[config.mk]
export PLATFORM = sky130hd
export DESIGN_NAME = slot_pool_with_ordered_live_list
export DESIGN_NICKNAME = d
export VERILOG_FILES = /design/src/design/spool_pkg.sv /design/src/design/spool_link_mem.sv /design/src/design/spool_tag_mem.sv /design/src/design/slot_pool_with_ordered_live_list.sv
export SDC_FILE = /design/constraint.sdc
export NUM_CORES = 2
export LEC_CHECK = 0
export BUFFER_PORTS_ARGS = -buffer_cell sky130_fd_sc_hd__buf_2
export CAP_MARGIN = 20
export CORE_ASPECT_RATIO = 0.7
export CORE_MARGIN = 4
export CORE_UTILIZATION = 45
export CTS_BUF_LIST = sky130_fd_sc_hd__clkbuf_8 sky130_fd_sc_hd__clkbuf_16
export DETAILED_ROUTE_END_ITERATION = 7
export PLACE_DENSITY = 0.57
export SYNTH_ARGS = -nofsm -noshare
export SYNTH_HDL_FRONTEND = slang
export SYNTH_SLANG_ARGS = --single-unit
[constraint.sdc]
create_clock -name clk -period 6.7 [get_ports clk]
set_input_delay 0.335 -clock clk [delete_from_list [all_inputs] [get_ports clk]]
set_output_delay 0.335 -clock clk [all_outputs]
set_load 0.05 [all_outputs]
[src/design/spool_pkg.sv]
// Package for the slot pool with ordered live list: sizes, link encoding, request and
// response types, command and status codes, and the link memory write port.
// Depends on nothing; every other design file uses it by scoped names.
package spool_pkg;

    localparam int SLOTS    = 32;
    localparam int SLOT_W   = $clog2(SLOTS);
    localparam int LINK_W   = $clog2(SLOTS + 1);
    localparam int CNT_W    = $clog2(SLOTS + 1);
    localparam int TAG_W    = 32;
    localparam int CMD_W    = 3;
    localparam int FSLOT_W  = 5;
    localparam int LIVE_W   = 6;

    typedef logic [SLOT_W-1:0] slot_t;
    typedef logic [LINK_W-1:0] link_t;
    typedef logic [CNT_W-1:0]  cnt_t;
    typedef logic [TAG_W-1:0]  tag_t;

    // The link value for "no slot".
    localparam link_t NIL = link_t'(SLOTS);

    typedef enum logic [CMD_W-1:0] {
        CMD_ALLOC    = 3'd0,
        CMD_FREE     = 3'd1,
        CMD_MOVE     = 3'd2,
        CMD_FIND     = 3'd3,
        CMD_FREE_ALL = 3'd4
    } cmd_t;

    typedef enum logic [1:0] {
        ST_OK        = 2'd0,
        ST_FULL      = 2'd1,
        ST_NOT_FOUND = 2'd2,
        ST_NOT_LIVE  = 2'd3
    } status_t;

    typedef struct packed {
        logic [CMD_W-1:0]   command;
        logic [FSLOT_W-1:0] slot;
        tag_t               search_tag;
    } req_t;

    typedef struct packed {
        status_t            status;
        logic [FSLOT_W-1:0] result_slot;
        tag_t               result_tag;
        logic [LIVE_W-1:0]  live_count;
    } rsp_t;

    typedef struct packed {
        logic  next_we;
        slot_t next_addr;
        link_t next_data;
        logic  prev_we;
        slot_t prev_addr;
        link_t prev_data;
    } link_wr_t;

    function automatic logic is_slot(input link_t l);
        return l < NIL;
    endfunction

    function automatic link_t to_link(input slot_t s);
        return link_t'(s);
    endfunction

    function automatic slot_t to_slot(input link_t l);
        return l[SLOT_W-1:0];
    endfunction

endpackage

[src/design/spool_link_mem.sv]
// Next and previous link memories of the slot pool, one write port each and a shared
// registered read port. Entries never written read as their reset links.
// Depends on spool_pkg.
module spool_link_mem (
    input  logic                clk,
    input  logic                rst_n,
    input  spool_pkg::link_wr_t wr,
    input  spool_pkg::slot_t    raddr,
    output spool_pkg::link_t    next_rdata,
    output spool_pkg::link_t    prev_rdata
);

    spool_pkg::link_t                  next_mem [spool_pkg::SLOTS];
    spool_pkg::link_t                  prev_mem [spool_pkg::SLOTS];
    logic [spool_pkg::SLOTS-1:0]       next_seen_reg;
    logic [spool_pkg::SLOTS-1:0]       prev_seen_reg;
    spool_pkg::link_t                  next_q_reg;
    spool_pkg::link_t                  prev_q_reg;
    logic                              next_ok_reg;
    logic                              prev_ok_reg;
    spool_pkg::slot_t                  raddr_reg;
    logic                              next_hit;
    logic                              prev_hit;

    assign next_hit = wr.next_we && (wr.next_addr == raddr);
    assign prev_hit = wr.prev_we && (wr.prev_addr == raddr);

    always_ff @(posedge clk)
    begin
        if (wr.next_we)
        begin
            next_mem[wr.next_addr] <= wr.next_data;
        end
        if (wr.prev_we)
        begin
            prev_mem[wr.prev_addr] <= wr.prev_data;
        end
        if (next_hit)
        begin
            next_q_reg <= wr.next_data;
        end
        else
        begin
            next_q_reg <= next_mem[raddr];
        end
        if (prev_hit)
        begin
            prev_q_reg <= wr.prev_data;
        end
        else
        begin
            prev_q_reg <= prev_mem[raddr];
        end
        raddr_reg <= raddr;
    end

    always_ff @(posedge clk or negedge rst_n)
    begin
        if (!rst_n)
        begin
            next_seen_reg <= '0;
            prev_seen_reg <= '0;
            next_ok_reg   <= 1'b0;
            prev_ok_reg   <= 1'b0;
        end
        else
        begin
            if (wr.next_we)
            begin
                next_seen_reg[wr.next_addr] <= 1'b1;
            end
            if (wr.prev_we)
            begin
                prev_seen_reg[wr.prev_addr] <= 1'b1;
            end
            next_ok_reg <= next_seen_reg[raddr] | next_hit;
            prev_ok_reg <= prev_seen_reg[raddr] | prev_hit;
        end
    end

    always_comb
    begin
        if (next_ok_reg)
        begin
            next_rdata = next_q_reg;
        end
        else
        begin
            next_rdata = spool_pkg::to_link(raddr_reg) + spool_pkg::link_t'(1);
        end
        if (prev_ok_reg)
        begin
            prev_rdata = prev_q_reg;
        end
        else if (raddr_reg == '0)
        begin
            prev_rdata = spool_pkg::NIL;
        end
        else
        begin
            prev_rdata = spool_pkg::to_link(raddr_reg) - spool_pkg::link_t'(1);
        end
    end

endmodule

[src/design/spool_tag_mem.sv]
// Tag memory of the slot pool: one write port and one registered read port.
// Contents are undefined until written. Depends on spool_pkg.
module spool_tag_mem (
    input  logic             clk,
    input  logic             we,
    input  spool_pkg::slot_t waddr,
    input  spool_pkg::tag_t  wdata,
    input  spool_pkg::slot_t raddr,
    output spool_pkg::tag_t  rdata
);

    spool_pkg::tag_t mem [spool_pkg::SLOTS];
    spool_pkg::tag_t q_reg;

    always_ff @(posedge clk)
    begin
        if (we)
        begin
            mem[waddr] <= wdata;
        end
        if (we && (waddr == raddr))
        begin
            q_reg <= wdata;
        end
        else
        begin
            q_reg <= mem[raddr];
        end
    end

    assign rdata = q_reg;

endmodule

[src/design/slot_pool_with_ordered_live_list.sv]
// Top level of the slot pool with an ordered live list: command sequencer, list heads,
// counters and live flags. Depends on spool_pkg, spool_link_mem and spool_tag_mem.
//
// A request on the request port is taken at a rising edge where start is high and busy
// is low. Exactly one response follows on the response port, marked by done for one
// cycle; the receiver must take it then, as nothing holds it. Busy stays low while a
// response is shown, so the next request may be taken in that same cycle.
// The link memory read-modify-write sequence (one read port, one write port per link
// memory) sets the steps: allocate goes through S_ALLOC, free through S_FREE_UNL and
// S_FREE_FIN, move to head through S_MOVE_UNL and S_MOVE_FIN, find stays in S_FIND
// per slot visited, free all repeats the two free states per live slot, and every
// refused or trivial request (pool full, slot not live, empty list, move of the head,
// unknown command) is answered from idle. Busy is high while out of idle. Find visits
// one slot per cycle through the registered read of the tag and next link memories.
// Reset is asynchronous and active low. It needs no clearing pass: the link memories
// carry a written flag per entry and read as the initial free list until written.
module slot_pool_with_ordered_live_list (
    input  logic            clk,
    input  logic            rst_n,
    input  logic            start,
    output logic            busy,
    input  spool_pkg::req_t request,
    output logic            done,
    output spool_pkg::rsp_t response
);

    typedef enum logic [6:0] {
        S_IDLE     = 7'b0000001,
        S_ALLOC    = 7'b0000010,
        S_FREE_UNL = 7'b0000100,
        S_FREE_FIN = 7'b0001000,
        S_MOVE_UNL = 7'b0010000,
        S_MOVE_FIN = 7'b0100000,
        S_FIND     = 7'b1000000
    } state_t;

    state_t                      state_reg, state_next;
    spool_pkg::link_t            fh_reg, fh_next;
    spool_pkg::link_t            head_reg, head_next;
    spool_pkg::link_t            tail_reg, tail_next;
    spool_pkg::cnt_t             total_reg, total_next;
    spool_pkg::tag_t             ctr_reg, ctr_next;
    logic [spool_pkg::SLOTS-1:0] live_reg, live_next;
    logic                        all_reg, all_next;
    logic                        done_reg, done_next;
    spool_pkg::slot_t            cur_reg, cur_next;
    spool_pkg::tag_t             want_reg, want_next;
    spool_pkg::rsp_t             rsp_reg, rsp_next;

    spool_pkg::link_wr_t         lw;
    spool_pkg::slot_t            rd_addr;
    spool_pkg::link_t            next_q;
    spool_pkg::link_t            prev_q;
    logic                        tag_we;
    spool_pkg::tag_t             tag_q;
    spool_pkg::slot_t            req_slot;
    spool_pkg::status_t          r_status;
    spool_pkg::slot_t            r_slot;
    spool_pkg::tag_t             r_tag;

    spool_link_mem u_link (
        .clk        (clk),
        .rst_n      (rst_n),
        .wr         (lw),
        .raddr      (rd_addr),
        .next_rdata (next_q),
        .prev_rdata (prev_q)
    );

    spool_tag_mem u_tag (
        .clk   (clk),
        .we    (tag_we),
        .waddr (cur_reg),
        .wdata (ctr_reg),
        .raddr (rd_addr),
        .rdata (tag_q)
    );

    assign req_slot = spool_pkg::SLOT_W'(request.slot);

    always_comb
    begin
        state_next = state_reg;
        fh_next    = fh_reg;
        head_next  = head_reg;
        tail_next  = tail_reg;
        total_next = total_reg;
        ctr_next   = ctr_reg;
        live_next  = live_reg;
        all_next   = all_reg;
        cur_next   = cur_reg;
        want_next  = want_reg;
        done_next  = 1'b0;
        lw         = '0;
        rd_addr    = cur_reg;
        tag_we     = 1'b0;
        r_status   = spool_pkg::ST_OK;
        r_slot     = '0;
        r_tag      = '0;

        case (state_reg)
            S_IDLE:
            begin
                if (start)
                begin
                    case (request.command)
                        spool_pkg::CMD_ALLOC:
                        begin
                            if (!spool_pkg::is_slot(fh_reg))
                            begin
                                r_status  = spool_pkg::ST_FULL;
                                done_next = 1'b1;
                            end
                            else
                            begin
                                rd_addr      = spool_pkg::to_slot(fh_reg);
                                cur_next     = spool_pkg::to_slot(fh_reg);
                                lw.next_we   = spool_pkg::is_slot(tail_reg);
                                lw.next_addr = spool_pkg::to_slot(tail_reg);
                                lw.next_data = fh_reg;
                                lw.prev_we   = 1'b1;
                                lw.prev_addr = spool_pkg::to_slot(fh_reg);
                                lw.prev_data = tail_reg;
                                state_next   = S_ALLOC;
                            end
                        end
                        spool_pkg::CMD_FREE:
                        begin
                            if (!live_reg[req_slot])
                            begin
                                r_status  = spool_pkg::ST_NOT_LIVE;
                                done_next = 1'b1;
                            end
                            else
                            begin
                                rd_addr      = req_slot;
                                cur_next     = req_slot;
                                all_next     = 1'b0;
                                lw.prev_we   = spool_pkg::is_slot(fh_reg);
                                lw.prev_addr = spool_pkg::to_slot(fh_reg);
                                lw.prev_data = spool_pkg::to_link(req_slot);
                                state_next   = S_FREE_UNL;
                            end
                        end
                        spool_pkg::CMD_FREE_ALL:
                        begin
                            if (!spool_pkg::is_slot(head_reg))
                            begin
                                done_next = 1'b1;
                            end
                            else
                            begin
                                rd_addr      = spool_pkg::to_slot(head_reg);
                                cur_next     = spool_pkg::to_slot(head_reg);
                                all_next     = 1'b1;
                                lw.prev_we   = spool_pkg::is_slot(fh_reg);
                                lw.prev_addr = spool_pkg::to_slot(fh_reg);
                                lw.prev_data = head_reg;
                                state_next   = S_FREE_UNL;
                            end
                        end
                        spool_pkg::CMD_MOVE:
                        begin
                            if (!live_reg[req_slot])
                            begin
                                r_status  = spool_pkg::ST_NOT_LIVE;
                                done_next = 1'b1;
                            end
                            else if (spool_pkg::to_link(req_slot) == head_reg)
                            begin
                                done_next = 1'b1;
                            end
                            else
                            begin
                                rd_addr      = req_slot;
                                cur_next     = req_slot;
                                lw.prev_we   = 1'b1;
                                lw.prev_addr = spool_pkg::to_slot(head_reg);
                                lw.prev_data = spool_pkg::to_link(req_slot);
                                state_next   = S_MOVE_UNL;
                            end
                        end
                        spool_pkg::CMD_FIND:
                        begin
                            want_next = request.search_tag;
                            if (!spool_pkg::is_slot(head_reg))
                            begin
                                r_status  = spool_pkg::ST_NOT_FOUND;
                                done_next = 1'b1;
                            end
                            else
                            begin
                                rd_addr    = spool_pkg::to_slot(head_reg);
                                cur_next   = spool_pkg::to_slot(head_reg);
                                state_next = S_FIND;
                            end
                        end
                        default:
                        begin
                            done_next = 1'b1;
                        end
                    endcase
                end
            end
            S_ALLOC:
            begin
                lw.next_we   = 1'b1;
                lw.next_addr = cur_reg;
                lw.next_data = spool_pkg::NIL;
                lw.prev_we   = spool_pkg::is_slot(next_q);
                lw.prev_addr = spool_pkg::to_slot(next_q);
                lw.prev_data = spool_pkg::NIL;
                tag_we       = 1'b1;
                fh_next      = next_q;
                if (!spool_pkg::is_slot(head_reg))
                begin
                    head_next = spool_pkg::to_link(cur_reg);
                end
                tail_next         = spool_pkg::to_link(cur_reg);
                live_next[cur_reg] = 1'b1;
                ctr_next          = ctr_reg + spool_pkg::tag_t'(1);
                total_next        = total_reg + spool_pkg::cnt_t'(1);
                r_slot            = cur_reg;
                r_tag             = ctr_reg;
                done_next         = 1'b1;
                state_next        = S_IDLE;
            end
            S_FREE_UNL, S_MOVE_UNL:
            begin
                lw.next_we   = spool_pkg::is_slot(prev_q);
                lw.next_addr = spool_pkg::to_slot(prev_q);
                lw.next_data = next_q;
                lw.prev_we   = spool_pkg::is_slot(next_q);
                lw.prev_addr = spool_pkg::to_slot(next_q);
                lw.prev_data = prev_q;
                if (!spool_pkg::is_slot(prev_q))
                begin
                    head_next = next_q;
                end
                if (!spool_pkg::is_slot(next_q))
                begin
                    tail_next = prev_q;
                end
                if (state_reg == S_FREE_UNL)
                begin
                    state_next = S_FREE_FIN;
                end
                else
                begin
                    state_next = S_MOVE_FIN;
                end
            end
            S_FREE_FIN:
            begin
                lw.next_we         = 1'b1;
                lw.next_addr       = cur_reg;
                lw.next_data       = fh_reg;
                lw.prev_we         = 1'b1;
                lw.prev_addr       = cur_reg;
                fh_next            = spool_pkg::to_link(cur_reg);
                live_next[cur_reg] = 1'b0;
                if (total_reg != '0)
                begin
                    total_next = total_reg - spool_pkg::cnt_t'(1);
                end
                if (all_reg && spool_pkg::is_slot(head_reg))
                begin
                    // The freed slot becomes the free head, under the next slot to go.
                    lw.prev_data = head_reg;
                    rd_addr      = spool_pkg::to_slot(head_reg);
                    cur_next     = spool_pkg::to_slot(head_reg);
                    state_next   = S_FREE_UNL;
                end
                else
                begin
                    lw.prev_data = spool_pkg::NIL;
                    done_next    = 1'b1;
                    state_next   = S_IDLE;
                end
            end
            S_MOVE_FIN:
            begin
                lw.next_we   = 1'b1;
                lw.next_addr = cur_reg;
                lw.next_data = head_reg;
                lw.prev_we   = 1'b1;
                lw.prev_addr = cur_reg;
                lw.prev_data = spool_pkg::NIL;
                head_next    = spool_pkg::to_link(cur_reg);
                done_next    = 1'b1;
                state_next   = S_IDLE;
            end
            S_FIND:
            begin
                if (tag_q == want_reg)
                begin
                    r_slot     = cur_reg;
                    r_tag      = tag_q;
                    done_next  = 1'b1;
                    state_next = S_IDLE;
                end
                else if (!spool_pkg::is_slot(next_q))
                begin
                    r_status   = spool_pkg::ST_NOT_FOUND;
                    done_next  = 1'b1;
                    state_next = S_IDLE;
                end
                else
                begin
                    rd_addr  = spool_pkg::to_slot(next_q);
                    cur_next = spool_pkg::to_slot(next_q);
                end
            end
            default:
            begin
                state_next = S_IDLE;
            end
        endcase

        rsp_next             = rsp_reg;
        if (done_next)
        begin
            rsp_next.status      = r_status;
            rsp_next.result_slot = spool_pkg::FSLOT_W'(r_slot);
            rsp_next.result_tag  = r_tag;
            rsp_next.live_count  = spool_pkg::LIVE_W'(total_next);
        end
    end

    always_ff @(posedge clk or negedge rst_n)
    begin
        if (!rst_n)
        begin
            state_reg <= S_IDLE;
            fh_reg    <= '0;
            head_reg  <= spool_pkg::NIL;
            tail_reg  <= spool_pkg::NIL;
            total_reg <= '0;
            ctr_reg   <= '0;
            live_reg  <= '0;
            all_reg   <= 1'b0;
            done_reg  <= 1'b0;
        end
        else
        begin
            state_reg <= state_next;
            fh_reg    <= fh_next;
            head_reg  <= head_next;
            tail_reg  <= tail_next;
            total_reg <= total_next;
            ctr_reg   <= ctr_next;
            live_reg  <= live_next;
            all_reg   <= all_next;
            done_reg  <= done_next;
        end
    end

    always_ff @(posedge clk)
    begin
        cur_reg  <= cur_next;
        want_reg <= want_next;
        rsp_reg  <= rsp_next;
    end

    assign busy     = (state_reg != S_IDLE);
    assign done     = done_reg;
    assign response = rsp_reg;

endmodule

-- Word-level counts from Yosys, hierarchy flattened
Memory sizes are Yosys's and may differ from the RTL's. A register that Yosys moved wholly into a read port is not among the register bits.
Index checks and enable logic that the tools add are counted.
W data, S select, Z words.
- output and inout bits: 47
- memories kept: 3
- word-level logic and storage cells: 190
- bits in latches: 0
- flip-flop bits (word level): 245
- bits in writable memories: 1408
- memory bits (read-only): 0
- memories (memory ; words ; width ; rd ports ; clocked after memory_dff ; write ports ; RTL line ; source):
    u_tag.mem ; 32 ; 32 ; 1 ; 1 ; 1 ; spool_tag_mem.sv:12 ; spool_pkg::tag_t mem [spool_pkg::SLOTS];
    u_link.next_mem ; 32 ; 6 ; 1 ; 1 ; 1 ; spool_link_mem.sv:13 ; spool_pkg::link_t next_mem [spool_pkg::SLOTS];
    u_link.prev_mem ; 32 ; 6 ; 1 ; 1 ; 1 ; spool_link_mem.sv:14 ; spool_pkg::link_t prev_mem [spool_pkg::SLOTS];
- div/mod/pow operators: 0
- bitwise operators: 7
- eq/ne operators: 30
- add/sub/neg operators: 5
- magnitude comparators: 13
- multiply operators: 0
- mux-type cells: 91
- reductions and logical operators: 22
- shift-type cells: 0
- operator list (kind ; count):
    $pmux W32 S2 ; 2
    $pmux W24 S5 ; 1
    $or A32 B32 Y32 ; 3
    $mux W7 ; 9
    $mux W12 ; 5
    $mux W6 ; 9
    $mux W5 ; 10
    $mux W24 ; 2
    $pmux W12 S4 ; 1
    $pmux W6 S2 ; 3
    $pmux W7 S5 ; 1
    $add A32 B1 Y32 const B ; 1
    $and A32 B32 Y32 ; 1
    $eq A32 B32 Y1 ; 1
    $mux W32 ; 1
    $not A32 Y32 ; 1
    $lt A5 B6 Y1 const B ; 5
    $lt A6 B6 Y1 const B ; 5
    $pmux W7 S4 ; 1
    $mux W1 ; 25
    $ne A3 B3 Y1 const B ; 7
    $pmux W5 S4 ; 1
    $pmux W6 S3 ; 1
    $bmux W1 S5 ; 3
    41 further kinds ; 69

-- Depth between registers and ports, before layout
- depth in word-level cells: 11
- gate-level depth with buffers: 22
- depth with buffers taken out: 15

-- Modules after synthesis
From an unflattened synthesis, not the netlist that was laid out.
- cell total of the unflattened synthesis: 4093
- area total of the unflattened synthesis: 67503.5 um2
- modules (own cells, without submodules) (module ; sequential area each (um2) ; area an instance (um2) ; instances ; cells an instance):
    spool_tag_mem ; 30849.6 ; 39950.8 ; 1 ; 2233
    spool_link_mem ; 13282.7 ; 18330.1 ; 1 ; 1005
    slot_pool_with_ordered_live_list ; 4843.4 ; 9222.6 ; 1 ; 855

-- Worst setup path after synthesis
Ideal clock, no wire load.
- path kind: in2reg
- start: input port request[32] (netlist bit)
- end: register rsp_reg (netlist bit response[0]), enable pin
- stages on the path: 10
- setup time: 469 ps
- buffers on the path: 1
- arrival time: 5142 ps
- setup slack: 1088 ps
- cell sequence: buf_2 mux4_2 o21a_1 a22o_1 nor4b_1 nor2_1 a21oi_1 nand2_1 a31o_2 o221ai_1
- cells in the longest elaborated chain, start to end: 6
- elaborated cells on any way between the ends: 9
- ends and longest elaborated chain (item ; RTL line ; source):
    start, declared ; slot_pool_with_ordered_live_list.sv:22 ; input spool_pkg::req_t request,
    $bmux W1 S5 or $eq A5 B6 Y1 (tied branches) ; slot_pool_with_ordered_live_list.sv:129, slot_pool_with_ordered_live_list.sv:164, slot_pool_with_ordered_live_list.sv:169 ;
    $mux W1 (on tied branches) ; slot_pool_with_ordered_live_list.sv:129, slot_pool_with_ordered_live_list.sv:164, slot_pool_with_ordered_live_list.sv:169 ;
    $mux W1 (on tied branches) ; slot_pool_with_ordered_live_list.sv:164, slot_pool_with_ordered_live_list.sv:129 ;
    $pmux W1 S4 (*) ; slot_pool_with_ordered_live_list.sv:106 ; case (request.command)
    $mux W1 (*) ; slot_pool_with_ordered_live_list.sv:104 ; if (start)
    $pmux W1 S4 (*) ; slot_pool_with_ordered_live_list.sv:101 ; case (state_reg)
    net done_next ; slot_pool_with_ordered_live_list.sv:45 ; logic done_reg, done_next;
    end signal, assigned ; slot_pool_with_ordered_live_list.sv:362 ; rsp_reg <= rsp_next;
    end, declared ; slot_pool_with_ordered_live_list.sv:48 ; spool_pkg::rsp_t rsp_reg, rsp_next;
Mark *: on every way through the listed nets, which the timed path passes. The rest lies on a longest branch. The select of a mux whose other input is x is not followed.
A chain may end at the register's enable or synchronous reset.

-- Worst setup path after layout
- start: register u_link.raddr_reg[1]
- end: register u_link.prev_ok_reg
- cells in the longest elaborated chain, start to end: 9
- elaborated cells on any way between the ends: 20
- ends and longest elaborated chain (item ; RTL line ; source):
    start, declared ; spool_link_mem.sv:21 ; spool_pkg::slot_t raddr_reg;
    start signal, assigned ; spool_link_mem.sv:54 ; raddr_reg <= raddr;
    $add A5 B1 Y6 ; spool_link_mem.sv:89 ; next_rdata = spool_pkg::to_link(raddr_reg) + spool_pkg::link_t'(1);
    $mux W6 ; spool_link_mem.sv:83 ; if (next_ok_reg)
    $lt A6 B6 Y1 ; spool_pkg.sv:61 ; return l < NIL;
    $mux W5 (2 in a row) ; n/a ;
    $pmux W5 S3 ; slot_pool_with_ordered_live_list.sv:101 ;
    $bmux W1 S5 or $eq A5 B5 Y1 (tied branches) ; spool_link_mem.sv:77, spool_link_mem.sv:26 ;
    $mux W1 (not written as such) or $logic_and A1 B1 Y1 (tied branches) ; spool_link_mem.sv:77, spool_link_mem.sv:26 ;
    $or A1 B1 Y1 (*) ; spool_link_mem.sv:77 ; prev_ok_reg <= prev_seen_reg[raddr] | prev_hit;
    end signal, assigned ; spool_link_mem.sv:77 ;
    end, declared ; spool_link_mem.sv:20 ; logic prev_ok_reg;
Mark *: on every way between the ends. The rest lies on a longest branch, timed or not. The select of a mux whose other input is x is not followed.

==> flow_metrics.env <==
export IMPL_ys_seq_area_share_pct=74.1
export IMPL_period_minus_slack_ps=6450
export IMPL_cp_num_buf_inv=3
export IMPL_grt_pass1_vias=36200
export IMPL_fin_nets=4217
export IMPL_critPathMaxStageDelay_ps=810
export IMPL_hp_class="primary input to flip-flop"
export IMPL_largest_register="u_tag.mem"
export IMPL_r2r_cells=17
export IMPL_grt_first_pass_wirelength_mm=274
export IMPL_stdcell_count=6253
export IMPL_yosys_warnings=0
export IMPL_total_power_mw=25.2
export IMPL_crit_chain="buf_4 -> mux2i_1 -> o22ai_1 -> nor4_1 -> a21oi_1 -> nor4_1 -> nand4_1 -> nor4_2 -> buf_4 -> nor2_2 -> buf_4 -> a221o_1 -> a211oi_4 -> nor2_1 -> and3_1 -> a2111oi_2 -> o22ai_1"
export IMPL_regToRegStartpoint="u_link.raddr_reg[1]"
export IMPL_postSynthAreaPerCell_um2=17.1
export IMPL_synth_edf_count=1485
export IMPL_largest_register_ffs=1024
export IMPL_ios=90
export IMPL_start_util_pct=45.3
export IMPL_cts_sinks=1653
export IMPL_core_area_um2=145000
export IMPL_insertion_delay_ps=790
export IMPL_clk_path_buf_depth=3
export IMPL_die_w_um=465
export IMPL_cp_top_family="simple AND/OR/NAND/NOR gates"
export IMPL_placed_cell_area_um2=70200
export IMPL_drv_cap=0
export IMPL_io_buffer_count=89
export IMPL_grt_usage_pct=25.2
export IMPL_row_count=117
export IMPL_hold_violations=0
export IMPL_clk_pin_slew_ps=70
export IMPL_layout_commonest_cell="edfxtp_1"
export IMPL_grt_overflow=0
export IMPL_final_cell_mix="edfxtp_1, mux2i_1, o22ai_1"
export IMPL_finish_utilization_pct=52.3
export IMPL_syn_num_nets=3903
export IMPL_powerDensity_nw_per_um2=332
export IMPL_skew_ps=26.4
export IMPL_fin_area_um2=76000
export IMPL_routed_wl_mm=195
export IMPL_timing_slew_headroom_pct=23.3
export IMPL_area_growth_pct=15.4
export IMPL_finalSetupViolCount=0
export IMPL_fmax_ghz=0.155
export IMPL_die_height_um=328
export IMPL_dp_cells=5915
export IMPL_grt_setup_unrepaired="false"
export IMPL_period_share_pct=96.3
export IMPL_drtIter0Drc=5400
export IMPL_cts_max_level=4
export IMPL_ys_types=80
export IMPL_cp_max_fo=21
export IMPL_drv_slew=0
export IMPL_startpoint="u_link.raddr_reg[1]"
export IMPL_dpl_hpwl_mm=116
export IMPL_synthFlopType="edfxtp_1"
export IMPL_synthArstFlopShare_pct=9.86
export IMPL_ant_nets=0
export IMPL_synth_area_um2=65800
export IMPL_fill_cells=11600
export IMPL_postSynthCellCount=3851
export IMPL_endpoint="u_link.prev_ok_reg"
export IMPL_gp_congestion=0.900
export IMPL_cp_end_kind="flip-flop"
export IMPL_outcome="finished clean"
export IMPL_cp_required_ps=7360
export IMPL_antenna_found_initial=8
export IMPL_grt_max_degree=114
export IMPL_route_detailed_drc=0
export IMPL_vias=37800
export IMPL_cp_common_cell="buf_4"
export IMPL_peakVddDrop_mv=0.394
export IMPL_start_kind="flip-flop"
export IMPL_finalSetupTns_ps=0
export IMPL_routed_via_density=6.04
export IMPL_worstPathArrival_ps=7110
export IMPL_largestRegisters="u_tag.mem (1024), u_link.next_mem (192), u_link.prev_mem (192)"
export IMPL_cts_made_buffers=159
export IMPL_synth_seq_cells=1653
export IMPL_r2r_slack_ps=250
export IMPL_firstDrtPassIters=7
export IMPL_tightest_slew_ps=1150
export IMPL_root_buffer="clkbuf_16"
export IMPL_cp_slowest_cell="dfxtp_4"
export IMPL_p_leak_nw=26.8
export IMPL_r2r_end="u_link.prev_ok_reg"
export IMPL_die_area_um2=153000
export IMPL_path_class="flip-flop to flip-flop"
export IMPL_cts_tree="built"
export IMPL_drive_gt1_share_pct=19.2
export IMPL_crit_cells=17
export IMPL_wl_per_cell_um=31.1
Yosys cell counts, types with 12 or more instances:
library cell	n	area (um^2)
inv_1	15	56.3
o21ai_0	30	150
a221oi_1	17	149
edfxtp_1	1485	44600
buf_2	110	551
nand2_1	140	526
mux4_2	105	2360
nor4_1	83	519
mux2i_1	561	5620
and3_1	46	288
a21oi_1	81	405
xnor2_1	35	307
nand4_1	16	100
clkbuf_1	68	255
dfrtp_1	160	4000
a22oi_1	38	285
o22ai_1	261	1630
nor3_1	16	80.1
nand3_1	34	170
a22o_1	37	324
o22a_1	23	201
nand2b_1	19	119
nor2b_1	15	93.8
or2_2	67	419
buf_1	15	56.3
xor2_1	19	166
buf_6	12	135
nor2_1	177	664
power by group:
| group | leakage [nW] | internal (mW) | switching, mW |
|---|---|---|---|
| Sequential | 17.6 | 11.5 | 0.304 |
| Clock | 2.62 | 5.09 | 3.88 |
| Combinational | 6.60 | 1.54 | 2.92 |
how the worst min path moves through the flow:
stage | end | startpoint | depth (start not counted) | slack [ps]
3_3_place_gp | u_link.prev_seen_reg[29] | u_link.prev_seen_reg[29] | 1 | 450
6_report | state_reg[1] | request[37] | 3 | 150
5_1_grt | state_reg[1] | request[37] | 3 | 150
4_1_cts | state_reg[1] | request[37] | 3 | 60
3_5_place_dp | u_link.next_seen_reg[24] | u_link.next_seen_reg[24] | 1 | 450
2_1_floorplan | asynchronous set/reset pin | rst_n | 0 | 40
cell families after synthesis:
kind of cell	Yosys count	share of synthesized area, %
DFF	1653	74.1
AOI/OAI and AO/OA	562	5.80
and+or+nand+nor	666	5.21
buffers and inverters	230	1.70
adders and majority gates	9	0.171
xor gates and xnor gates	54	0.718
muxes	677	12.3
per-stage QoR:
step           worst slack (ps)  hold WS, ps
6_report                    250          155
5_1_grt                    60.6          150
4_1_cts                     196         60.5
3_5_place_dp               -185          451
3_3_place_gp               -177          454
2_1_floorplan              1090         39.4
worst min-delay path, delay by kind of cell:
family	cells	cell delay, ps
compound gates	1	60
buf+inv	1	320
simple gates	1	170
final cells by class:
class / count / area, um^2 / area share (%)
antenna: 3 / 7.51 / 0.00988
clock buffer: 172 / 4240 / 5.57
clock inverter: 111 / 925 / 1.22
inverter: 17 / 63.8 / 0.0840
multi-input combinational: 1968 / 16400 / 21.6
sequential: 1653 / 48800 / 64.2
tap: 1963 / 2460 / 3.23
timing repair buffer: 366 / 3130 / 4.12
layer usage:
metal | track usage [%] | wire length (um) | vias to the layer above
met2 | 36.0 | 83100 | 1711
met4 | 6.62 | 4340 | 0
met3 | 4.61 | 16900 | 251
li1 | - | - | 16000
met1 | 39.8 | 90300 | 19800
met5 | 0 | 0 | -
repair_timing:
action / CTS / global route
endpoints found under the setup margin: 2 / 2
pin swaps: 1 / 0
gates resized for setup: 0 / 1
endpoints found under the hold margin: 145 / 0
hold buffers: 37 / 0
setup buffers: 5 / 0
Note: power is estimated with default switching activity, not from simulation.
